File: src/hdl/upd_pkg.sv
`default_nettype none

package upd_pkg;

    // Header field layout of header byte zero
    localparam int TYPE_MSB     = 7;
    localparam int TYPE_LSB     = 5;
    localparam int BOUNDARY_BIT = 4;
    localparam int GROUP_MSB    = 3;

    // Message type codes (3-bit field on the wire)
    localparam logic [2:0] MT_DATA         = 3'd0;
    localparam logic [2:0] MT_NOTIFICATION = 3'd3;

    // Result queue between parser and output stage
    localparam int QUEUE_DEPTH = 2;
    localparam int QUEUE_PTR_W = $clog2(QUEUE_DEPTH);
    localparam int QUEUE_CNT_W = $clog2(QUEUE_DEPTH + 1);

    // Output word widths
    localparam int TDATA_W = 40;

    // Parser phase, one-hot
    typedef enum logic [4:0] {
        PH_H0      = 5'b00001,
        PH_H1      = 5'b00010,
        PH_H2      = 5'b00100,
        PH_H3      = 5'b01000,
        PH_PAYLOAD = 5'b10000
    } phase_t;

    // One result as handed from the parser to the output stage
    typedef struct packed {
        logic [7:0]  hdr0;
        logic [7:0]  opcode;
        logic [15:0] length;
        logic [7:0]  data;
        logic        byte_valid;
        logic        last;
    } entry_t;

endpackage

`default_nettype wire

File: src/hdl/upd_front.sv
`default_nettype none

module upd_front (
    input  wire logic            aclk,
    input  wire logic            aresetn,
    input  wire logic            s_tvalid,
    output logic                 s_tready,
    input  wire logic [7:0]      s_tdata,
    input  wire logic            q_ready,
    output logic                 q_push,
    output upd_pkg::entry_t      q_entry
);

    upd_pkg::phase_t phase_reg, phase_next;
    logic [7:0]  hdr0_reg, hdr0_next;
    logic [7:0]  hdr1_reg, hdr1_next;
    logic [7:0]  hdr2_reg, hdr2_next;
    logic [15:0] length_reg, length_next;
    logic [15:0] left_reg, left_next;
    logic [15:0] hdr_length;
    logic        accept;

    assign s_tready = q_ready;
    assign accept   = s_tvalid && q_ready;

    // Length from header: 16-bit little endian for data, byte three otherwise
    always_comb begin
        if (hdr0_reg[upd_pkg::TYPE_MSB:upd_pkg::TYPE_LSB] == upd_pkg::MT_DATA) begin
            hdr_length = {s_tdata, hdr2_reg};
        end else begin
            hdr_length = {8'd0, s_tdata};
        end
    end

    // Classify the incoming word by phase
    always_comb begin
        phase_next  = phase_reg;
        hdr0_next   = hdr0_reg;
        hdr1_next   = hdr1_reg;
        hdr2_next   = hdr2_reg;
        length_next = length_reg;
        left_next   = left_reg;
        q_push      = 1'b0;
        q_entry     = '0;
        q_entry.hdr0   = hdr0_reg;
        q_entry.opcode = hdr1_reg;
        q_entry.length = length_reg;
        if (accept) begin
            unique case (phase_reg)
                upd_pkg::PH_H1: begin
                    hdr1_next  = s_tdata;
                    phase_next = upd_pkg::PH_H2;
                end
                upd_pkg::PH_H2: begin
                    hdr2_next  = s_tdata;
                    phase_next = upd_pkg::PH_H3;
                end
                upd_pkg::PH_H3: begin
                    length_next = hdr_length;
                    left_next   = hdr_length;
                    if (hdr_length == 16'd0) begin
                        // empty packet: one result with no byte
                        phase_next       = upd_pkg::PH_H0;
                        q_push           = 1'b1;
                        q_entry.length   = hdr_length;
                        q_entry.last     = 1'b1;
                    end else begin
                        phase_next = upd_pkg::PH_PAYLOAD;
                    end
                end
                upd_pkg::PH_PAYLOAD: begin
                    left_next          = left_reg - 16'd1;
                    q_push             = 1'b1;
                    q_entry.data       = s_tdata;
                    q_entry.byte_valid = 1'b1;
                    q_entry.last       = (left_reg == 16'd1);
                    if (left_reg == 16'd1) begin
                        phase_next = upd_pkg::PH_H0;
                    end
                end
                default: begin
                    // drop bytes with an unknown type to resync
                    if (s_tdata[upd_pkg::TYPE_MSB:upd_pkg::TYPE_LSB]
                            <= upd_pkg::MT_NOTIFICATION) begin
                        hdr0_next  = s_tdata;
                        phase_next = upd_pkg::PH_H1;
                    end
                end
            endcase
        end
    end

    always_ff @(posedge aclk) begin
        if (!aresetn) begin
            phase_reg <= upd_pkg::PH_H0;
        end else begin
            phase_reg <= phase_next;
        end
        hdr0_reg   <= hdr0_next;
        hdr1_reg   <= hdr1_next;
        hdr2_reg   <= hdr2_next;
        length_reg <= length_next;
        left_reg   <= left_next;
    end

endmodule

`default_nettype wire

File: src/hdl/upd_queue.sv
`default_nettype none

module upd_queue (
    input  wire logic            aclk,
    input  wire logic            aresetn,
    input  wire logic            push,
    input  wire upd_pkg::entry_t push_entry,
    output logic                 push_ready,
    input  wire logic            pop,
    output logic                 pop_valid,
    output upd_pkg::entry_t      pop_entry
);

    upd_pkg::entry_t mem_reg [upd_pkg::QUEUE_DEPTH];
    logic [upd_pkg::QUEUE_PTR_W-1:0] wr_ptr_reg, wr_ptr_next;
    logic [upd_pkg::QUEUE_PTR_W-1:0] rd_ptr_reg, rd_ptr_next;
    logic [upd_pkg::QUEUE_CNT_W-1:0] count_reg, count_next;
    logic do_push, do_pop;

    assign push_ready = (count_reg != upd_pkg::QUEUE_CNT_W'(upd_pkg::QUEUE_DEPTH));
    assign pop_valid  = (count_reg != '0);
    assign pop_entry  = mem_reg[rd_ptr_reg];
    assign do_push    = push && push_ready;
    assign do_pop     = pop && pop_valid;

    // Advance pointers and occupancy
    always_comb begin
        wr_ptr_next = wr_ptr_reg;
        rd_ptr_next = rd_ptr_reg;
        count_next  = count_reg;
        if (do_push) begin
            wr_ptr_next = (wr_ptr_reg == upd_pkg::QUEUE_PTR_W'(upd_pkg::QUEUE_DEPTH - 1))
                        ? '0 : wr_ptr_reg + 1'b1;
        end
        if (do_pop) begin
            rd_ptr_next = (rd_ptr_reg == upd_pkg::QUEUE_PTR_W'(upd_pkg::QUEUE_DEPTH - 1))
                        ? '0 : rd_ptr_reg + 1'b1;
        end
        if (do_push && !do_pop) begin
            count_next = count_reg + 1'b1;
        end else if (!do_push && do_pop) begin
            count_next = count_reg - 1'b1;
        end
    end

    always_ff @(posedge aclk) begin
        if (!aresetn) begin
            wr_ptr_reg <= '0;
            rd_ptr_reg <= '0;
            count_reg  <= '0;
        end else begin
            wr_ptr_reg <= wr_ptr_next;
            rd_ptr_reg <= rd_ptr_next;
            count_reg  <= count_next;
        end
        if (do_push) begin
            mem_reg[wr_ptr_reg] <= push_entry;
        end
    end

endmodule

`default_nettype wire

File: src/hdl/upd_back.sv
`default_nettype none

module upd_back (
    input  wire logic                         aclk,
    input  wire logic                         aresetn,
    input  wire logic                         q_valid,
    input  wire upd_pkg::entry_t              q_entry,
    output logic                              q_pop,
    output logic                              m_tvalid,
    input  wire logic                         m_tready,
    output logic [upd_pkg::TDATA_W-1:0]       m_tdata,
    output logic                              m_tuser,
    output logic                              m_tlast
);

    logic                         valid_reg, valid_next;
    logic [upd_pkg::TDATA_W-1:0]  data_reg, data_next;
    logic                         user_reg, user_next;
    logic                         last_reg, last_next;
    logic                         load;

    // Refill the output register when empty or being drained
    assign load  = q_valid && (!valid_reg || m_tready);
    assign q_pop = load;

    // Unpack header byte zero and pack the output word
    always_comb begin
        valid_next = valid_reg;
        data_next  = data_reg;
        user_next  = user_reg;
        last_next  = last_reg;
        if (load) begin
            valid_next = 1'b1;
            data_next  = {1'b0,
                          q_entry.data,
                          q_entry.length,
                          q_entry.hdr0[upd_pkg::BOUNDARY_BIT],
                          q_entry.opcode,
                          q_entry.hdr0[upd_pkg::GROUP_MSB:0],
                          q_entry.hdr0[upd_pkg::TYPE_LSB+1:upd_pkg::TYPE_LSB]};
            user_next  = q_entry.byte_valid;
            last_next  = q_entry.last;
        end else if (m_tready) begin
            valid_next = 1'b0;
        end
    end

    always_ff @(posedge aclk) begin
        if (!aresetn) begin
            valid_reg <= 1'b0;
        end else begin
            valid_reg <= valid_next;
        end
        data_reg <= data_next;
        user_reg <= user_next;
        last_reg <= last_next;
    end

    assign m_tvalid = valid_reg;
    assign m_tdata  = data_reg;
    assign m_tuser  = user_reg;
    assign m_tlast  = last_reg;

endmodule

`default_nettype wire

File: src/hdl/uci_packet_deframer_core.sv
// Path: a result word goes through the result queue, then the output register, to m_.
// Throughput: one input word per cycle while the two-entry result queue has room;
// the queue absorbs a stall on the m_ side until it is full, then s_tready drops.
// Reset: synchronous, active low; clears parser phase, queue occupancy and output valid.
`default_nettype none

module uci_packet_deframer_core (
    input  wire logic        aclk,
    input  wire logic        aresetn,
    input  wire logic        s_tvalid,
    output logic             s_tready,
    input  wire logic [7:0]  s_tdata,   // [7:0] rx_byte
    output logic             m_tvalid,
    input  wire logic        m_tready,
    // [1:0] msg_type, [5:2] group_id, [13:6] opcode_id, [14] boundary_flag,
    // [30:15] payload_length, [38:31] payload_byte, [39] zero
    output logic [39:0]      m_tdata,
    output logic             m_tuser,   // [0] byte_valid
    output logic             m_tlast
);

    logic            q_ready;
    logic            q_push;
    upd_pkg::entry_t push_entry;
    logic            q_pop;
    logic            q_valid;
    upd_pkg::entry_t pop_entry;

    upd_front u_front (
        .aclk     (aclk),
        .aresetn  (aresetn),
        .s_tvalid (s_tvalid),
        .s_tready (s_tready),
        .s_tdata  (s_tdata),
        .q_ready  (q_ready),
        .q_push   (q_push),
        .q_entry  (push_entry)
    );

    upd_queue u_queue (
        .aclk       (aclk),
        .aresetn    (aresetn),
        .push       (q_push),
        .push_entry (push_entry),
        .push_ready (q_ready),
        .pop        (q_pop),
        .pop_valid  (q_valid),
        .pop_entry  (pop_entry)
    );

    upd_back u_back (
        .aclk     (aclk),
        .aresetn  (aresetn),
        .q_valid  (q_valid),
        .q_entry  (pop_entry),
        .q_pop    (q_pop),
        .m_tvalid (m_tvalid),
        .m_tready (m_tready),
        .m_tdata  (m_tdata),
        .m_tuser  (m_tuser),
        .m_tlast  (m_tlast)
    );

endmodule

`default_nettype wire

File: config.mk
export PLATFORM = sky130hd
export DESIGN_NAME = uci_packet_deframer_core
export DESIGN_NICKNAME = d
export VERILOG_FILES = /design/src/hdl/upd_pkg.sv /design/src/hdl/upd_front.sv /design/src/hdl/upd_queue.sv /design/src/hdl/upd_back.sv /design/src/hdl/uci_packet_deframer_core.sv
export SDC_FILE = /design/constraint.sdc
export NUM_CORES = 1
export LEC_CHECK = 0
export BUFFER_PORTS_ARGS = -buffer_cell sky130_fd_sc_hd__buf_2
export CAP_MARGIN = 10
export CORE_ASPECT_RATIO = 1.4
export CORE_UTILIZATION = 64
export CTS_BUF_LIST = sky130_fd_sc_hd__clkbuf_8 sky130_fd_sc_hd__clkbuf_16
export DETAILED_ROUTE_END_ITERATION = 16
export PLACE_DENSITY = 0.84
export SLEW_MARGIN = 0
export SYNTH_ARGS = -nofsm -noshare
export SYNTH_HDL_FRONTEND = slang
export SYNTH_HIERARCHICAL = 1
export SYNTH_SLANG_ARGS = --single-unit
File: constraint.sdc
create_clock -name aclk -period 8.77 [get_ports aclk]
set_input_delay 1.3155 -clock aclk [delete_from_list [all_inputs] [get_ports aclk]]
set_output_delay 1.3155 -clock aclk [all_outputs]
set_load 0.02 [all_outputs]
==> flow_metrics.tcl <==
set metrics [dict create \
    outcome "finished clean" \
    seqCellArea_um2 5600 \
    wl_per_cell_um 19.9 \
    hold_end "u_queue/mem_reg[1][37]$_DFFE_PP_" \
    fin_crit_ns 3.11 \
    cp_cell_sequence "buf_2, nor4_1, nand3_1, o21ai_0, nand3b_1, inv_1, buf_4" \
    drc 0 \
    final_cell_mix "edfxtp_1, buf_2, mux2_2, nor2_1, and2_1" \
    areaGrowthSynthToFinish_pct 14.0 \
    grt_antenna_before_repair 0 \
    clk_pin_slew_ns 0.07 \
    fillers 599 \
    slew_viol_final 0 \
    min_delay_path_depth 0 \
    setup_tns_ns 0 \
    rr_worst_depth 7 \
    seq_power_share_pct 56.0 \
    tightest_slew_ns 0.722 \
    yosysWarnings 6 \
    hp-start "u_front/hdr0_reg[3]$_DFFE_PP_" \
    max_stage_delay_ns 0.46 \
    ctsLongestPathBuffers 2 \
    fin_area_um2 8340 \
    critPathArrivalTime_ns 3.16 \
    required_ns 8.82 \
    grt_first_pass_wirelength_mm 19.8 \
    timing.reg2reg.setup_slack_ns 5.94 \
    nets 512 \
    multi_input_area_um2 1630 \
    p_int_mw 1.42 \
    synth.avg_cell_area_um2 17.0 \
    ios 56 \
    via_per_inst 5.89 \
    ant_nets 0 \
    synthesis.nets 445 \
    post_dp_cell_area_um2 7750 \
    swShare_pct 19.7 \
    dr.pass1.iters 5 \
    startpoint_type "input port" \
    antenna_cells 0 \
    switchingPower_mw 0.348 \
    portBuffers 54 \
    start_util_pct 66.7 \
    root_buffer "clkbuf_16" \
    hp-class "reg2reg" \
    cellLeakagePower_nw 2.70 \
    wirelength_mm 13.0 \
    fmaxAchievable_mhz 322 \
    comb_power_share_pct 1.3 \
    skew_ns 0.00691 \
    grt_pass1_vias 3721 \
    cp-end-kind "flop" \
    post_cts_buffers 0 \
    r2r_end "u_queue/mem_reg[0][13]$_DFFE_PP_" \
    htree_num_levels 4 \
    core_um2 11000 \
    crit_type "in2reg" \
    critPathTopFamily "simple AND/OR/NAND/NOR gates" \
    stdcell_count 650 \
    cellPowerDensity_nw_per_um2 211 \
    cts.sinks 190 \
    relSlewSlack_pct 51.8 \
    ctsResizeCount 0 \
    grt_max_degree 43 \
    critPathBufInv 3 \
    critPathSlowestCell "buf_4" \
    hpwl_mm 8.42 \
    cap_violations 0 \
    fp-row-count 45 \
    grt_overflow_total 0 \
    drtIter0Drc 217 \
    dp.cells 618 \
    die_h_um 129 \
    mostFrequentLayoutCell "edfxtp_1" \
    die_w_um 92.4 \
    largest_reg_flops 82 \
    numCtsBuffers 17 \
    routed-via-count 3831 \
    fin_crit_sh_pct 35.4 \
    synthCells 430 \
    drive_gt1_share_pct 29.7 \
    rsz0062_at_grt "false" \
    finalHoldViolCount 0 \
    crit_fanout 41 \
    tritoncts "done" \
    routabilityCongestion 0.886 \
    dieArea_um2 11900 \
    clockPowerShare_pct 42.7 \
    cts_hold_buf 0 \
    netlist_area_um2 7320 \
    worstReg2RegStart "u_front/hdr2_reg[4]$_DFFE_PP_" \
    post-route-util_pct 76.0 \
    peakVddDrop_uv 147 \
    hold_ws_ns 0.457 \
    grtUsageTotal_pct 23.1 \
    clock_latency_ns 0.42 \
    setup_viol 0 \
]
==> final cells by class <==
type                       instances  area share (%)
sequential                       190            67.1
multi-input combinational        219            19.6
clock buffer                      17            5.10
clock inverter                    14            1.88
tap                              141            2.12
timing repair buffer              62            3.93
inverter                           7           0.315
==> worst max-delay path by stage <==
stage | startpoint | to | cells past startpoint
5_1_grt | s_tdata[6] | u_queue/mem_reg[0][40]$_DFFE_PP_ | 7
2_1_floorplan | m_tready | u_queue/count_reg[1]$_SDFFE_PN0P_ | 6
4_1_cts | s_tdata[0] | u_queue/mem_reg[0][25]$_DFFE_PP_ | 7
3_5_place_dp | s_tdata[6] | u_queue/mem_reg[0][20]$_DFFE_PP_ | 7
6_report | s_tdata[0] | u_queue/mem_reg[0][13]$_DFFE_PP_ | 7
3_3_place_gp | s_tdata[1] | u_queue/mem_reg[0][11]$_DFFE_PP_ | 7
==> power groups by stage <==
| stage | Sequential, mW | Combinational, mW | Clock [mW] |
|---|---|---|---|
| after floorplan | 1.01 | 0.0122 | 0 |
| after global placement | 1.01 | 0.0218 | 0 |
| after detailed placement | 1.01 | 0.0228 | 0 |
| after CTS | 0.987 | 0.0230 | 0.761 |
| after global routing | 0.987 | 0.0247 | 0.797 |
| final | 0.987 | 0.0234 | 0.753 |
==> routing by layer <==
| layer | share of wire (%) | global-route usage, % | vias up |
|---|---|---|---|
| met5 | 0 | 0 | - |
| met4 | 2.3 | 9.10 | 0 |
| met3 | 4.3 | 5.56 | 22 |
| met2 | 54 | 39.6 | 145 |
| met1 | 40 | 28.6 | 1913 |
| li1 | - | - | 1751 |
==> stage by stage <==
step | setup slack (ns) | power, mW
CTS | 5.73 | 1.77
floorplan | 4.26 | 1.02
global placement | 5.35 | 1.03
detailed placement | 5.33 | 1.03
finish | 5.66 | 1.76
global route | 5.55 | 1.81
Note: power is estimated with default switching activity, not from simulation.
